`src/rtl/core/soa_pkg.sv`:
```
// Shared types and constants for the slab object allocator.
// No dependencies; imported by every module of the block.
`default_nettype none

package soa_pkg;

  localparam int NUM_ARENAS  = 4;
  localparam int MAX_SLOTS   = 256;
  localparam int ARENA_BYTES = 4096;

  localparam int ARENA_W     = $clog2(NUM_ARENAS);
  localparam int SLOT_W      = $clog2(MAX_SLOTS);
  localparam int CNT_W       = SLOT_W + 1;
  localparam int LEN_W       = $clog2(NUM_ARENAS + 1);
  localparam int LINK_AW     = ARENA_W + SLOT_W;
  localparam int LINK_DEPTH  = NUM_ARENAS * MAX_SLOTS;
  localparam int OBJ_W       = 10;
  localparam int ADDR_W      = 14;
  localparam int PROD_W      = SLOT_W + OBJ_W;
  localparam int ARENA_SHIFT = $clog2(ARENA_BYTES);
  localparam int STATUS_W    = 2;
  localparam int CFG_IDX_W   = 2;
  localparam int CFG_DATA_W  = 10;

  localparam logic [OBJ_W-1:0] OBJ_SIZE_RST = OBJ_W'(16);
  localparam logic [CNT_W-1:0] SLOTS_RST    = CNT_W'(251);

  localparam logic [CFG_IDX_W-1:0] CFG_OBJECT_SIZE     = CFG_IDX_W'(0);
  localparam logic [CFG_IDX_W-1:0] CFG_SLOTS_PER_ARENA = CFG_IDX_W'(1);

  localparam logic REQ_ALLOC = 1'b0;
  localparam logic REQ_FREE  = 1'b1;

  typedef enum logic [STATUS_W-1:0] {
    STATUS_OK      = 2'd0,
    STATUS_NOSPACE = 2'd1,
    STATUS_BAD     = 2'd2
  } status_e;

  typedef enum logic [1:0] {
    ST_CLEAR,
    ST_IDLE,
    ST_EXEC
  } fsm_e;

  typedef logic [ARENA_W-1:0] arena_t;
  typedef logic [SLOT_W-1:0]  slot_t;

  // allocation target offered by the arena bookkeeping
  typedef struct packed {
    logic   found;
    arena_t arena;
  } pick_t;

  // state update issued by the controller
  typedef struct packed {
    logic   en;
    logic   is_alloc;
    arena_t arena;
    slot_t  head;
  } commit_t;

endpackage

`default_nettype wire

```
`src/rtl/core/soa_arena_state.sv`:
```
// Per-arena bookkeeping: chain heads, free counts, ordered partial and
// empty lists. Uses soa_pkg.
`default_nettype none

module soa_arena_state
  import soa_pkg::*;
(
  input  wire logic             clk_i,
  input  wire logic             rst_ni,
  input  wire logic             rebuild_i,
  input  wire logic [CNT_W-1:0] eff_slots_i,
  input  wire arena_t           q_arena_i,
  output slot_t                 q_head_o,
  output logic [CNT_W-1:0]      q_count_o,
  output pick_t                 pick_o,
  input  wire commit_t          commit_i
);

  typedef struct packed {
    arena_t [NUM_ARENAS-1:0] order;
    logic [LEN_W-1:0]        len;
  } list_t;

  function automatic list_t list_drop(list_t l, arena_t a);
    list_t r;
    logic hit;
    arena_t pos;
    r = l;
    hit = 1'b0;
    pos = '0;
    for (int i = 0; i < NUM_ARENAS; i++) begin
      if (!hit && (LEN_W'(i) < l.len) && (l.order[i] == a)) begin
        hit = 1'b1;
        pos = ARENA_W'(i);
      end
    end
    if (hit) begin
      for (int j = 0; j < NUM_ARENAS - 1; j++) begin
        if ((ARENA_W'(j) >= pos) && (LEN_W'(j + 1) < l.len)) begin
          r.order[j] = l.order[j+1];
        end
      end
      r.len = l.len - LEN_W'(1);
    end
    return r;
  endfunction

  function automatic list_t list_front(list_t l, arena_t a);
    list_t r;
    r = l;
    if (l.len < LEN_W'(NUM_ARENAS)) begin
      for (int j = 1; j < NUM_ARENAS; j++) begin
        if (LEN_W'(j) <= l.len) begin
          r.order[j] = l.order[j-1];
        end
      end
      r.order[0] = a;
      r.len = l.len + LEN_W'(1);
    end
    return r;
  endfunction

  function automatic list_t list_back(list_t l, arena_t a);
    list_t r;
    r = l;
    if (l.len < LEN_W'(NUM_ARENAS)) begin
      r.order[l.len[ARENA_W-1:0]] = a;
      r.len = l.len + LEN_W'(1);
    end
    return r;
  endfunction

  slot_t            head_q  [NUM_ARENAS];
  slot_t            head_d  [NUM_ARENAS];
  logic [CNT_W-1:0] count_q [NUM_ARENAS];
  logic [CNT_W-1:0] count_d [NUM_ARENAS];
  list_t            part_q, part_d;
  list_t            empt_q, empt_d;
  logic [CNT_W-1:0] cnt_new;

  always_comb begin
    head_d  = head_q;
    count_d = count_q;
    part_d  = part_q;
    empt_d  = empt_q;
    cnt_new = count_q[commit_i.arena];
    if (rebuild_i) begin
      for (int k = 0; k < NUM_ARENAS; k++) begin
        head_d[k]        = SLOT_W'(eff_slots_i - CNT_W'(1));
        count_d[k]       = eff_slots_i;
        part_d.order[k]  = '0;
        empt_d.order[k]  = ARENA_W'(k);
      end
      part_d.len = '0;
      empt_d.len = LEN_W'(NUM_ARENAS);
    end else if (commit_i.en) begin
      if (commit_i.is_alloc) begin
        cnt_new = count_q[commit_i.arena] - CNT_W'(1);
      end else begin
        cnt_new = count_q[commit_i.arena] + CNT_W'(1);
      end
      count_d[commit_i.arena] = cnt_new;
      head_d[commit_i.arena]  = commit_i.head;
      if (commit_i.is_alloc) begin
        if (cnt_new == '0) begin
          part_d = list_drop(part_q, commit_i.arena);
          empt_d = list_drop(empt_q, commit_i.arena);
        end else if (cnt_new == eff_slots_i - CNT_W'(1)) begin
          // first slot taken from a fully free arena: move to partial tail
          empt_d = list_drop(empt_q, commit_i.arena);
          part_d = list_back(list_drop(part_q, commit_i.arena), commit_i.arena);
        end
      end else begin
        if (cnt_new == CNT_W'(1)) begin
          empt_d = list_drop(empt_q, commit_i.arena);
          part_d = list_front(list_drop(part_q, commit_i.arena), commit_i.arena);
        end else if (cnt_new == eff_slots_i) begin
          part_d = list_drop(part_q, commit_i.arena);
          empt_d = list_front(list_drop(empt_q, commit_i.arena), commit_i.arena);
        end
      end
    end
  end

  always_ff @(posedge clk_i or negedge rst_ni) begin
    if (!rst_ni) begin
      for (int k = 0; k < NUM_ARENAS; k++) begin
        head_q[k]        <= SLOT_W'(SLOTS_RST - CNT_W'(1));
        count_q[k]       <= SLOTS_RST;
        part_q.order[k]  <= '0;
        empt_q.order[k]  <= ARENA_W'(k);
      end
      part_q.len <= '0;
      empt_q.len <= LEN_W'(NUM_ARENAS);
    end else begin
      head_q  <= head_d;
      count_q <= count_d;
      part_q  <= part_d;
      empt_q  <= empt_d;
    end
  end

  assign q_head_o     = head_q[q_arena_i];
  assign q_count_o    = count_q[q_arena_i];
  assign pick_o.found = (part_q.len != '0) || (empt_q.len != '0);
  assign pick_o.arena = (part_q.len != '0) ? part_q.order[0] : empt_q.order[0];

  // the two lists together hold no more entries than there are arenas
  assert property (@(posedge clk_i) disable iff (!rst_ni)
    ({1'b0, part_q.len} + {1'b0, empt_q.len}) <= (LEN_W + 1)'(NUM_ARENAS))
    else $error("arena lists hold more entries than arenas");

  assert property (@(posedge clk_i) disable iff (!rst_ni)
    rebuild_i |-> !commit_i.en)
    else $error("state update during rebuild");

  for (genvar g = 0; g < NUM_ARENAS; g++) begin : g_cnt_chk
    assert property (@(posedge clk_i) disable iff (!rst_ni)
      !rebuild_i |-> (count_q[g] <= eff_slots_i))
      else $error("free count above slots per arena");
  end

endmodule

`default_nettype wire

```
`config.mk`:
```
export PLATFORM = sky130hd
export DESIGN_NAME = soa_arena_state
export DESIGN_NICKNAME = d
export VERILOG_FILES = /design/src/rtl/core/soa_pkg.sv /design/src/rtl/core/soa_arena_state.sv
export SDC_FILE = /design/constraint.sdc
export NUM_CORES = 1
export LEC_CHECK = 0
export BUFFER_PORTS_ARGS = -buffer_cell sky130_fd_sc_hd__buf_2
export CAP_MARGIN = 25
export CELL_PAD_IN_SITES_DETAIL_PLACEMENT = 2
export CELL_PAD_IN_SITES_GLOBAL_PLACEMENT = 2
export CORE_ASPECT_RATIO = 0.6
export CORE_MARGIN = 1.5
export CORE_UTILIZATION = 37
export DETAILED_ROUTE_END_ITERATION = 8
export GPL_ROUTABILITY_DRIVEN = 1
export MAX_ROUTING_LAYER = met4
export PLACE_DENSITY = 0.83
export SLEW_MARGIN = 20
export SYNTH_ARGS = -nofsm -noshare
export SYNTH_HDL_FRONTEND = slang
export SYNTH_SLANG_ARGS = --single-unit
```
`constraint.sdc`:
```
create_clock -name clk_i -period 11.8 [get_ports clk_i]
set_input_delay 2.36 -clock clk_i [delete_from_list [all_inputs] [get_ports clk_i]]
set_output_delay 2.36 -clock clk_i [all_outputs]
set_load 0.005 [all_outputs]
```
==> results of run 1 <==
[stage by stage]
step	setup slack [ns]	total power [uW]	cell area, um2	instances
after floorplan	4.839	1097	7308	764
after CTS	4.258	1661	7960	1051
after global routing	3.960	1780	8003	1053
final	4.355	1662	8003	1053
after detailed placement	3.853	1359	7679	1035
after global placement	4.457	1304	7679	1035
[layer usage]
metal | wire (um) | vias up | global-route usage [%]
li1 | - | 2861 | -
met1 | 13310 | 3344 | 41.21
met2 | 11610 | 181 | 40.45
met3 | 1372 | 23 | 4.743
met4 | 323 | 0 | 5.574
met5 | 0 | - | -
[logic make-up after synthesis]
logic type | count (synthesis) | synth area share, %
AO/OA/AOI/OAI | 233 | 21.55
XOR/XNOR | 46 | 6.557
adder cells (fa/ha/maj) | 22 | 3.869
buffers and inverters | 71 | 4.673
flip-flops | 90 | 31.79
multiplexers | 87 | 16.54
AND/OR/NAND/NOR | 215 | 15.01
[cell type report]
type | count | area (um2)
sequential | 90 | 2323
clock buffer | 10 | 239.0
timing repair buffer | 55 | 326.6
tap | 266 | 332.8
fill | 2101 | 11170
multi-input combinational | 603 | 4652
inverter | 23 | 86.33
clock inverter | 6 | 42.54
[registers in the layout, indices dropped and copies added (netlist names)]
| name | count |
|---|---|
| count_q | 36 |
| empt_q | 11 |
| head_q | 32 |
| part_q | 11 |
[report_power, final]
| part | internal (uW) | switching (uW) |
|---|---|---|
| Sequential | 382 | 76.5 |
| Clock | 149 | 135 |
| Combinational | 382 | 539 |
[worst reg2reg max path: stages (launching register included)]
cell	delay (ns)
sky130_fd_sc_hd__dfstp_2	0.56
sky130_fd_sc_hd__mux2i_1	0.13
sky130_fd_sc_hd__mux2i_1	0.61
sky130_fd_sc_hd__inv_1	0.19
sky130_fd_sc_hd__fa_1	0.51
sky130_fd_sc_hd__and2b_1	0.28
sky130_fd_sc_hd__o21ai_1	0.20
sky130_fd_sc_hd__a211oi_1	0.44
sky130_fd_sc_hd__xor2_1	0.43
sky130_fd_sc_hd__nand4_1	0.22
sky130_fd_sc_hd__nor3_1	0.66
sky130_fd_sc_hd__nor2_2	0.24
sky130_fd_sc_hd__o211ai_2	0.44
sky130_fd_sc_hd__mux2_2	0.39
[cells in the final DEF, fill, tap and decap left out, types with 19 or more instances in the layout]
| cell type | instances |
|---|---|
| sky130_fd_sc_hd__a21oi_1 | 68 |
| sky130_fd_sc_hd__buf_2 | 44 |
| sky130_fd_sc_hd__dfrtp_1 | 33 |
| sky130_fd_sc_hd__dfstp_2 | 57 |
| sky130_fd_sc_hd__ha_1 | 21 |
| sky130_fd_sc_hd__inv_1 | 23 |
| sky130_fd_sc_hd__mux2_2 | 20 |
| sky130_fd_sc_hd__mux2i_1 | 42 |
| sky130_fd_sc_hd__mux4_2 | 25 |
| sky130_fd_sc_hd__nand2_1 | 55 |
| sky130_fd_sc_hd__nor2_1 | 58 |
| sky130_fd_sc_hd__nor3_1 | 20 |
| sky130_fd_sc_hd__o21ai_0 | 47 |
| sky130_fd_sc_hd__xnor2_1 | 21 |
| sky130_fd_sc_hd__xor2_1 | 19 |
[worst max-delay path by stage]
stage	startpoint	end	slack [ns]	cells after the start
after floorplan	commit_i[8]	empt_q[2]	4.84	14
after global placement	commit_i[9]	empt_q[2]	4.46	15
after detailed placement	commit_i[9]	empt_q[2]	3.85	15
after CTS	commit_i[9]	empt_q[2]	4.26	15
after global routing	commit_i[9]	part_q[0]	3.96	15
final	commit_i[9]	part_q[0]	4.35	15
==> report_table.html, run 1 <==
<table>
<tr><th>Metric</th><th>Value</th></tr>
<tr><th colspan="2">Place</th></tr>
<tr><td>DP HPWL</td><td>19370 um</td></tr>
<tr><td>Input/output buffers</td><td>45</td></tr>
<tr><td>Placer congestion estimate</td><td>0.9891</td></tr>
<tr><th colspan="2">Timing</th></tr>
<tr><td>Unrepaired setup endpoints after global routing</td><td>false</td></tr>
<tr><td>Hold violation count in the final report</td><td>0</td></tr>
<tr><td>Total negative slack</td><td>0 ns</td></tr>
<tr><td>Worst Clk Skew</td><td>0.01118 ns</td></tr>
<tr><td>Maximum clock frequency</td><td>134.3 MHz</td></tr>
<tr><td>Worst max-slew margin expressed relative to the limit</td><td>33.94%</td></tr>
<tr><td>Setup violations, final</td><td>0</td></tr>
<tr><td>Time the final worst path needs with I/O delays and setup</td><td>7.445 ns</td></tr>
<tr><td>Tightest Pin Transition</td><td>0.9910 ns</td></tr>
<tr><td>Final hold slack</td><td>0.5082 ns</td></tr>
<tr><td>Max Transition Viols Final</td><td>0</td></tr>
<tr><td>Final cycle utilization of the critical path</td><td>63.10%</td></tr>
<tr><th colspan="2">Routing</th></tr>
<tr><td>Starting DRT DRC Count</td><td>520</td></tr>
<tr><td>Final routed wirelength across all metal layers</td><td>26610 um</td></tr>
<tr><td>Post-DR vias/cell</td><td>6.086</td></tr>
<tr><td>Via count of the routed design</td><td>6409</td></tr>
<tr><td>Router iterations before antenna repair</td><td>5</td></tr>
<tr><td>Antenna violation net count after detailed routing</td><td>0</td></tr>
<tr><td>Wirelength per Cell</td><td>25.27 um</td></tr>
<tr><td>DR DRC count</td><td>0</td></tr>
<tr><th colspan="2">Global routing</th></tr>
<tr><td>Sum of overflow across all layers after global routing</td><td>0</td></tr>
<tr><td>Number of antenna violations at the first check in global routing</td><td>0</td></tr>
<tr><td>Largest net degree at the start of global routing</td><td>73</td></tr>
<tr><td>Via count of the first global-routing pass</td><td>7007</td></tr>
<tr><td>Gr usage total</td><td>28.07%</td></tr>
<tr><td>Wire length of the first global-routing pass</td><td>42560 um</td></tr>
<tr><th colspan="2">Setup path</th></tr>
<tr><td>R2r startpoint</td><td>count_q[18]</td></tr>
<tr><td>Largest driver fanout on the critical path</td><td>28</td></tr>
<tr><td>Worst path top cell family by delay</td><td>simple AND/OR/NAND/NOR gates</td></tr>
<tr><td>Category of the most critical setup path</td><td>input pin to flip-flop</td></tr>
<tr><td>R2r endpoint</td><td>part_q[0]</td></tr>
<tr><td>Worst path required time</td><td>12.05 ns</td></tr>
<tr><td>Kind of end point of the critical path</td><td>flip-flop</td></tr>
<tr><td>Worst path slowest cell</td><td>sky130_fd_sc_hd__nor3_1</td></tr>
<tr><td>Cell-by-cell listing of the critical path</td><td>buf_2 &gt; buf_4 &gt; mux2i_1 &gt; mux2i_1 &gt; inv_1 &gt; fa_1 &gt; and2b_1 &gt; o21ai_1 &gt; a211oi_1 &gt; xor2_1 &gt; nand4_1 &gt; nor3_1 &gt; nor2_2 &gt; o211ai_2 &gt; mux2_2</td></tr>
<tr><td>Crit path arrival time</td><td>7.70 ns</td></tr>
<tr><td>Reg2Reg Setup Slack</td><td>6.40 ns</td></tr>
<tr><td>Slowest Stage Delay on Critical Path</td><td>0.66 ns</td></tr>
<tr><td>CP most frequent cell</td><td>sky130_fd_sc_hd__mux2i_1</td></tr>
<tr><td>Critical path launch point type</td><td>input pin</td></tr>
<tr><td>Worst path bufs/invs</td><td>3</td></tr>
<tr><td>R2R depth</td><td>13</td></tr>
<tr><th colspan="2">Floorplanning</th></tr>
<tr><td>X dimension of the die</td><td>184.4 um</td></tr>
<tr><td>Die Span Y</td><td>111.9 um</td></tr>
<tr><td>Cell row count</td><td>39</td></tr>
<tr><td>Io pins</td><td>46</td></tr>
<tr><td>Total Die Area</td><td>20630 um2</td></tr>
<tr><td>Initial core utilization</td><td>38.11%</td></tr>
<tr><td>Core area</td><td>19180 um2</td></tr>
<tr><th colspan="2">Synth</th></tr>
<tr><td>Biggest area contributors in the synthesized netlist</td><td>sky130_fd_sc_hd__dfstp_2, sky130_fd_sc_hd__dfrtp_1, sky130_fd_sc_hd__mux4_2, sky130_fd_sc_hd__mux2i_1, sky130_fd_sc_hd__a21oi_1</td></tr>
<tr><td>Synthesis-stage register bit count</td><td>90</td></tr>
<tr><td>Count of unique library cells instantiated by Yosys</td><td>91</td></tr>
<tr><td>Post-synthesis instance total</td><td>764</td></tr>
<tr><td>Post-synth EDFFs</td><td>0</td></tr>
<tr><td>Yosys warning total</td><td>0</td></tr>
<tr><td>Most repeated cell in the gate-level netlist after synthesis</td><td>sky130_fd_sc_hd__a21oi_1</td></tr>
<tr><td>Synth Area per Inst</td><td>9.566 um2</td></tr>
<tr><td>Top_reg_cell synth</td><td>sky130_fd_sc_hd__dfstp_2</td></tr>
<tr><td>Fraction of registers with async set/reset</td><td>100.0%</td></tr>
<tr><td>Portion of synthesized cell area occupied by the leading cell type</td><td>20.49%</td></tr>
<tr><td>Share of synthesized area occupied by flip-flops and latches</td><td>31.79%</td></tr>
<tr><td>Yosys top cell by area</td><td>sky130_fd_sc_hd__dfstp_2</td></tr>
<tr><td>Post-synthesis net count</td><td>812</td></tr>
<tr><td>Most instantiated cells after synthesis</td><td>sky130_fd_sc_hd__a21oi_1, sky130_fd_sc_hd__nor2_1, sky130_fd_sc_hd__dfstp_2</td></tr>
<tr><td>Post-Synthesis Cell Area</td><td>7308 um2</td></tr>
<tr><th colspan="2">CTS</th></tr>
<tr><td>Clock tree from TritonCTS</td><td>done</td></tr>
<tr><td>Post-CTS repair timing setup buffer count</td><td>0</td></tr>
<tr><td># resized after CTS</td><td>0</td></tr>
<tr><td>TritonCTS Buffers</td><td>9</td></tr>
<tr><td>Hold buffer count at CTS</td><td>0</td></tr>
<tr><td>Cell chosen for the clock root</td><td>sky130_fd_sc_hd__clkbuf_16</td></tr>
<tr><td>Clock tree sinks</td><td>90</td></tr>
<tr><td>Worst skew pair latency</td><td>0.37 ns</td></tr>
<tr><td>CTS max path bufs</td><td>2</td></tr>
<tr><td>Worst-path clk slew</td><td>0.07 ns</td></tr>
<tr><td>CTS H-tree lvls</td><td>3</td></tr>
<tr><th colspan="2">Cells and area</th></tr>
<tr><td>Number of nets in the final layout</td><td>830</td></tr>
<tr><td>Area delta synth-&gt;final</td><td>9.502%</td></tr>
<tr><td>Post-layout utilization of the core</td><td>41.73%</td></tr>
<tr><td>Ratio of cells with drive above 1 in the final layout</td><td>27.19%</td></tr>
<tr><td>Ant. Diodes</td><td>0</td></tr>
<tr><th colspan="2">Pwr</th></tr>
<tr><td>Worst vdd ir</td><td>0.08799 mV</td></tr>
<tr><td>Power per Cell Area</td><td>207.7 nW/um2</td></tr>
<tr><td>Static power due to leakage</td><td>0.003269 uW</td></tr>
<tr><th colspan="2">Hold path</th></tr>
<tr><td>Hold endpoint</td><td>head_q[4]</td></tr>
<tr><td>Worst hold path stage count</td><td>2</td></tr>
<tr><td>Min-Delay Startpoint</td><td>head_q[4]</td></tr>
<tr><td>Hold Crit Class</td><td>flip-flop to flip-flop</td></tr>
<tr><th colspan="2">Run status</th></tr>
<tr><td>Run status</td><td>completed</td></tr>
<tr><th colspan="2">Job</th></tr>
<tr><td>MaxCap Viol Count</td><td>0</td></tr>
</table>
(Power assumes the default switching activity.)
==> run 2: changes to the inputs <==
- clock period: 11.8 -> 7.4 ns (I/O delays scaled with it)
==> report_table.html, run 2 (same netlist as run 1, synthesis figures left out) <==
<table>
<tr><th>Metric</th><th>Value</th></tr>
<tr><th colspan="2">Run status</th></tr>
<tr><td>Run status</td><td>completed</td></tr>
<tr><th colspan="2">CTS</th></tr>
<tr><td>Clock tree from TritonCTS</td><td>done</td></tr>
<tr><td>TritonCTS Buffers</td><td>9 (unchanged)</td></tr>
<tr><td>Worst skew pair latency</td><td>0.37 ns (about the same)</td></tr>
<tr><td>Clock tree sinks</td><td>90 (unchanged)</td></tr>
<tr><td>Post-CTS repair timing setup buffer count</td><td>0 (unchanged)</td></tr>
<tr><td>Worst-path clk slew</td><td>0.07 ns (about the same)</td></tr>
<tr><td>CTS H-tree lvls</td><td>3 (unchanged)</td></tr>
<tr><td>Hold buffer count at CTS</td><td>0 (unchanged)</td></tr>
<tr><td># resized after CTS</td><td>0 (unchanged)</td></tr>
<tr><td>Cell chosen for the clock root</td><td>sky130_fd_sc_hd__clkbuf_16</td></tr>
<tr><td>CTS max path bufs</td><td>2 (unchanged)</td></tr>
<tr><th colspan="2">Cells and area</th></tr>
<tr><td>Area delta synth-&gt;final</td><td>9.502% (unchanged)</td></tr>
<tr><td>Top library cells by usage in the layout, fill and taps aside</td><td>sky130_fd_sc_hd__a21oi_1, sky130_fd_sc_hd__nor2_1, sky130_fd_sc_hd__dfstp_2, sky130_fd_sc_hd__nand2_1, sky130_fd_sc_hd__o21ai_0</td></tr>
<tr><td>Most common cell after layout, fill and taps aside</td><td>sky130_fd_sc_hd__a21oi_1</td></tr>
<tr><td>Ratio of cells with drive above 1 in the final layout</td><td>27.16% (-0.035 points)</td></tr>
<tr><td>Largest registers</td><td>count_q: 36 flops, head_q: 32 flops</td></tr>
<tr><td>Number of nets in the final layout</td><td>831 (+0.12%)</td></tr>
<tr><td>Ant. Diodes</td><td>0 (unchanged)</td></tr>
<tr><td>Area of combinational cells with multiple inputs</td><td>4653 um2 (about the same)</td></tr>
<tr><td>Register with the most flip-flops</td><td>count_q</td></tr>
<tr><td>Register area</td><td>2323 um2 (unchanged)</td></tr>
<tr><td>Flip-flop count of the largest register, all copies and words added</td><td>36 (unchanged)</td></tr>
<tr><td>Filler cell count in the final layout</td><td>2080 (-1.0%)</td></tr>
<tr><td>Post-layout utilization of the core</td><td>41.73% (unchanged)</td></tr>
<tr><th colspan="2">Setup path</th></tr>
<tr><td>R2r endpoint</td><td>part_q[7]</td></tr>
<tr><td>R2r startpoint</td><td>count_q[9]</td></tr>
<tr><td>Kind of end point of the critical path</td><td>flip-flop</td></tr>
<tr><td>Slowest Stage Delay on Critical Path</td><td>0.54 ns (-0.12 ns)</td></tr>
<tr><td>Critical path launch point type</td><td>input pin</td></tr>
<tr><td>Category of the most critical setup path</td><td>input pin to flip-flop</td></tr>
<tr><td>Cell-by-cell listing of the critical path</td><td>buf_2 &gt; mux2i_1 &gt; mux2i_1 &gt; buf_4 &gt; inv_1 &gt; fa_1 &gt; and2b_1 &gt; o21ai_1 &gt; a211oi_1 &gt; xor2_1 &gt; and4_1 &gt; a21oi_1 &gt; nor2_2 &gt; o211ai_2 &gt; o32a_1</td></tr>
<tr><td>Worst path required time</td><td>7.64 ns (-4.41 ns)</td></tr>
<tr><td>Crit path arrival time</td><td>6.33 ns (-1.37 ns)</td></tr>
<tr><td>CP most frequent cell</td><td>sky130_fd_sc_hd__mux2i_1</td></tr>
<tr><td>Largest driver fanout on the critical path</td><td>17 (-39%)</td></tr>
<tr><td>R2R depth</td><td>14 (+1)</td></tr>
<tr><td>Worst path slowest cell</td><td>sky130_fd_sc_hd__and4_1</td></tr>
<tr><td>Reg2Reg Setup Slack</td><td>2.43 ns (-3.97 ns)</td></tr>
<tr><th colspan="2">Job</th></tr>
<tr><td>MaxCap Viol Count</td><td>0 (unchanged)</td></tr>
<tr><th colspan="2">Global routing</th></tr>
<tr><td>Number of antenna violations at the first check in global routing</td><td>0 (unchanged)</td></tr>
<tr><td>Largest net degree at the start of global routing</td><td>59 (-19%)</td></tr>
<tr><td>Sum of overflow across all layers after global routing</td><td>0 (unchanged)</td></tr>
<tr><td>Gr usage total</td><td>27.75% (-0.33 points)</td></tr>
<tr><td>Wire length of the first global-routing pass</td><td>41910 um (-1.5%)</td></tr>
<tr><td>Via count of the first global-routing pass</td><td>6953 (-0.77%)</td></tr>
<tr><th colspan="2">Pwr</th></tr>
<tr><td>Static power due to leakage</td><td>0.003270 uW (about the same)</td></tr>
<tr><td>Worst vdd ir</td><td>0.1237 mV (+41%)</td></tr>
<tr><td>Power per Cell Area</td><td>336.3 nW/um2 (+62%)</td></tr>
<tr><th colspan="2">Routing</th></tr>
<tr><td>Post-DR vias/cell</td><td>6.110 (+0.39%)</td></tr>
<tr><td>DR DRC count</td><td>0 (unchanged)</td></tr>
<tr><td>Starting DRT DRC Count</td><td>518 (-0.38%)</td></tr>
<tr><td>Final routed wirelength across all metal layers</td><td>26530 um (-0.32%)</td></tr>
<tr><td>Router iterations before antenna repair</td><td>4 (-1)</td></tr>
<tr><td>Wirelength per Cell</td><td>25.17 um (-0.42%)</td></tr>
<tr><td>Via count of the routed design</td><td>6440 (+0.48%)</td></tr>
<tr><td>Antenna violation net count after detailed routing</td><td>0 (unchanged)</td></tr>
<tr><th colspan="2">Floorplanning</th></tr>
<tr><td>X dimension of the die</td><td>184.4 um (unchanged)</td></tr>
<tr><td>Cell row count</td><td>39 (unchanged)</td></tr>
<tr><td>Core area</td><td>19180 um2 (unchanged)</td></tr>
<tr><td>Die Span Y</td><td>111.9 um (unchanged)</td></tr>
<tr><td>Initial core utilization</td><td>38.11% (unchanged)</td></tr>
<tr><td>Total Die Area</td><td>20630 um2 (unchanged)</td></tr>
<tr><td>Io pins</td><td>46 (unchanged)</td></tr>
<tr><th colspan="2">Timing</th></tr>
<tr><td>Worst max-slew margin expressed relative to the limit</td><td>45.81% (+12 points)</td></tr>
<tr><td>Maximum clock frequency</td><td>164.4 MHz</td></tr>
<tr><td>Setup violations, final</td><td>0 (unchanged)</td></tr>
<tr><td>Total negative slack</td><td>0 ns (unchanged)</td></tr>
<tr><td>Worst Clk Skew</td><td>0.01172 ns (+0.0005314 ns)</td></tr>
<tr><td>Time the final worst path needs with I/O delays and setup</td><td>6.084 ns</td></tr>
<tr><td>Final cycle utilization of the critical path</td><td>82.22%</td></tr>
<tr><td>Max Transition Viols Final</td><td>0 (unchanged)</td></tr>
<tr><td>Hold violation count in the final report</td><td>0 (unchanged)</td></tr>
<tr><td>Tightest Pin Transition</td><td>0.8128 ns (-0.1782 ns)</td></tr>
<tr><td>Unrepaired setup endpoints after global routing</td><td>false</td></tr>
<tr><th colspan="2">Place</th></tr>
<tr><td>Input/output buffers</td><td>45 (unchanged)</td></tr>
<tr><td>DP HPWL</td><td>19380 um (about the same)</td></tr>
<tr><td>Placer congestion estimate</td><td>0.9160 (-7.4%)</td></tr>
<tr><th colspan="2">Hold path</th></tr>
<tr><td>Min-Delay Startpoint</td><td>head_q[4]</td></tr>
<tr><td>Worst hold path stage count</td><td>2 (unchanged)</td></tr>
<tr><td>Hold endpoint</td><td>head_q[4]</td></tr>
<tr><td>Hold Crit Class</td><td>flip-flop to flip-flop</td></tr>
</table>
-- run 2: cell types whose count changed in the layout (fill, tap and decap cells not counted) --
cell	delta
sky130_fd_sc_hd__nand3_1	-1
sky130_fd_sc_hd__nand3_2	+1
sky130_fd_sc_hd__a21oi_1	+1
sky130_fd_sc_hd__a21oi_2	-1
sky130_fd_sc_hd__clkinv_2	-1
sky130_fd_sc_hd__buf_6	-1
sky130_fd_sc_hd__clkinv_4	-1
sky130_fd_sc_hd__buf_16	-1
sky130_fd_sc_hd__inv_6	+1
sky130_fd_sc_hd__buf_4	+2
sky130_fd_sc_hd__bufinv_16	+1
sky130_fd_sc_hd__clkbuf_4	+1
sky130_fd_sc_hd__clkbuf_8	-1
sky130_fd_sc_hd__clkbuf_1	+1
-- run 2: final cells by class --
class                      instances  area share, %
multi-input combinational        603          58.15
sequential                        90          29.03
tap                              266          4.159
timing repair buffer              56          3.877
clock buffer                      10          2.861
inverter                          23          1.079
clock inverter                     6         0.8443
-- run 2: metrics by stage --
step	hold slack, ns	setup slack [ns]	cell area, um2	instances	total power, uW
after floorplan	0.4682	1.319	7308	764	1750
after global placement	0.4804	1.396	7694	1037	2076
after detailed placement	0.4940	1.078	7694	1037	2167
after CTS	0.5036	1.389	7990	1053	2677
after global routing	0.5249	1.041	8003	1054	2854
final	0.5082	1.316	8003	1054	2691
-- run 2: worst max-delay path by stage --
stage | startpoint | endpoint | slack (ns)
3_3_place_gp | commit_i[9] | empt_q[2] | 1.40
2_1_floorplan | commit_i[8] | empt_q[2] | 1.32
5_1_grt | commit_i[9] | part_q[8] | 1.04
4_1_cts | commit_i[9] | part_q[8] | 1.39
3_5_place_dp | commit_i[9] | part_q[5] | 1.08
6_report | commit_i[9] | part_q[7] | 1.32
-- run 2: per-layer routing --
layer,global-route usage (%),vias up,wire length (um)
met5,-,-,0
met4,5.847,0,255
met3,4.482,20,1317
met2,40.55,154,11640
met1,40.24,3401,13320
li1,-,2865,-
-- run 2: critical path, delay by kind of cell --
family / cells / cell delay (ns)
adder cells (fa/ha/maj): 1 / 0.48
multiplexers: 2 / 0.44
XOR/XNOR: 1 / 0.52
AND/OR/NAND/NOR: 3 / 1.22
buffers and inverters: 3 / 0.72
AO/OA/AOI/OAI: 5 / 1.45
-- run 2: power by group --
part / switching [uW] / total, uW / internal [uW]
clock: 218 / 481 / 263
combinational: 872 / 1480 / 608
sequential: 121 / 730 / 609
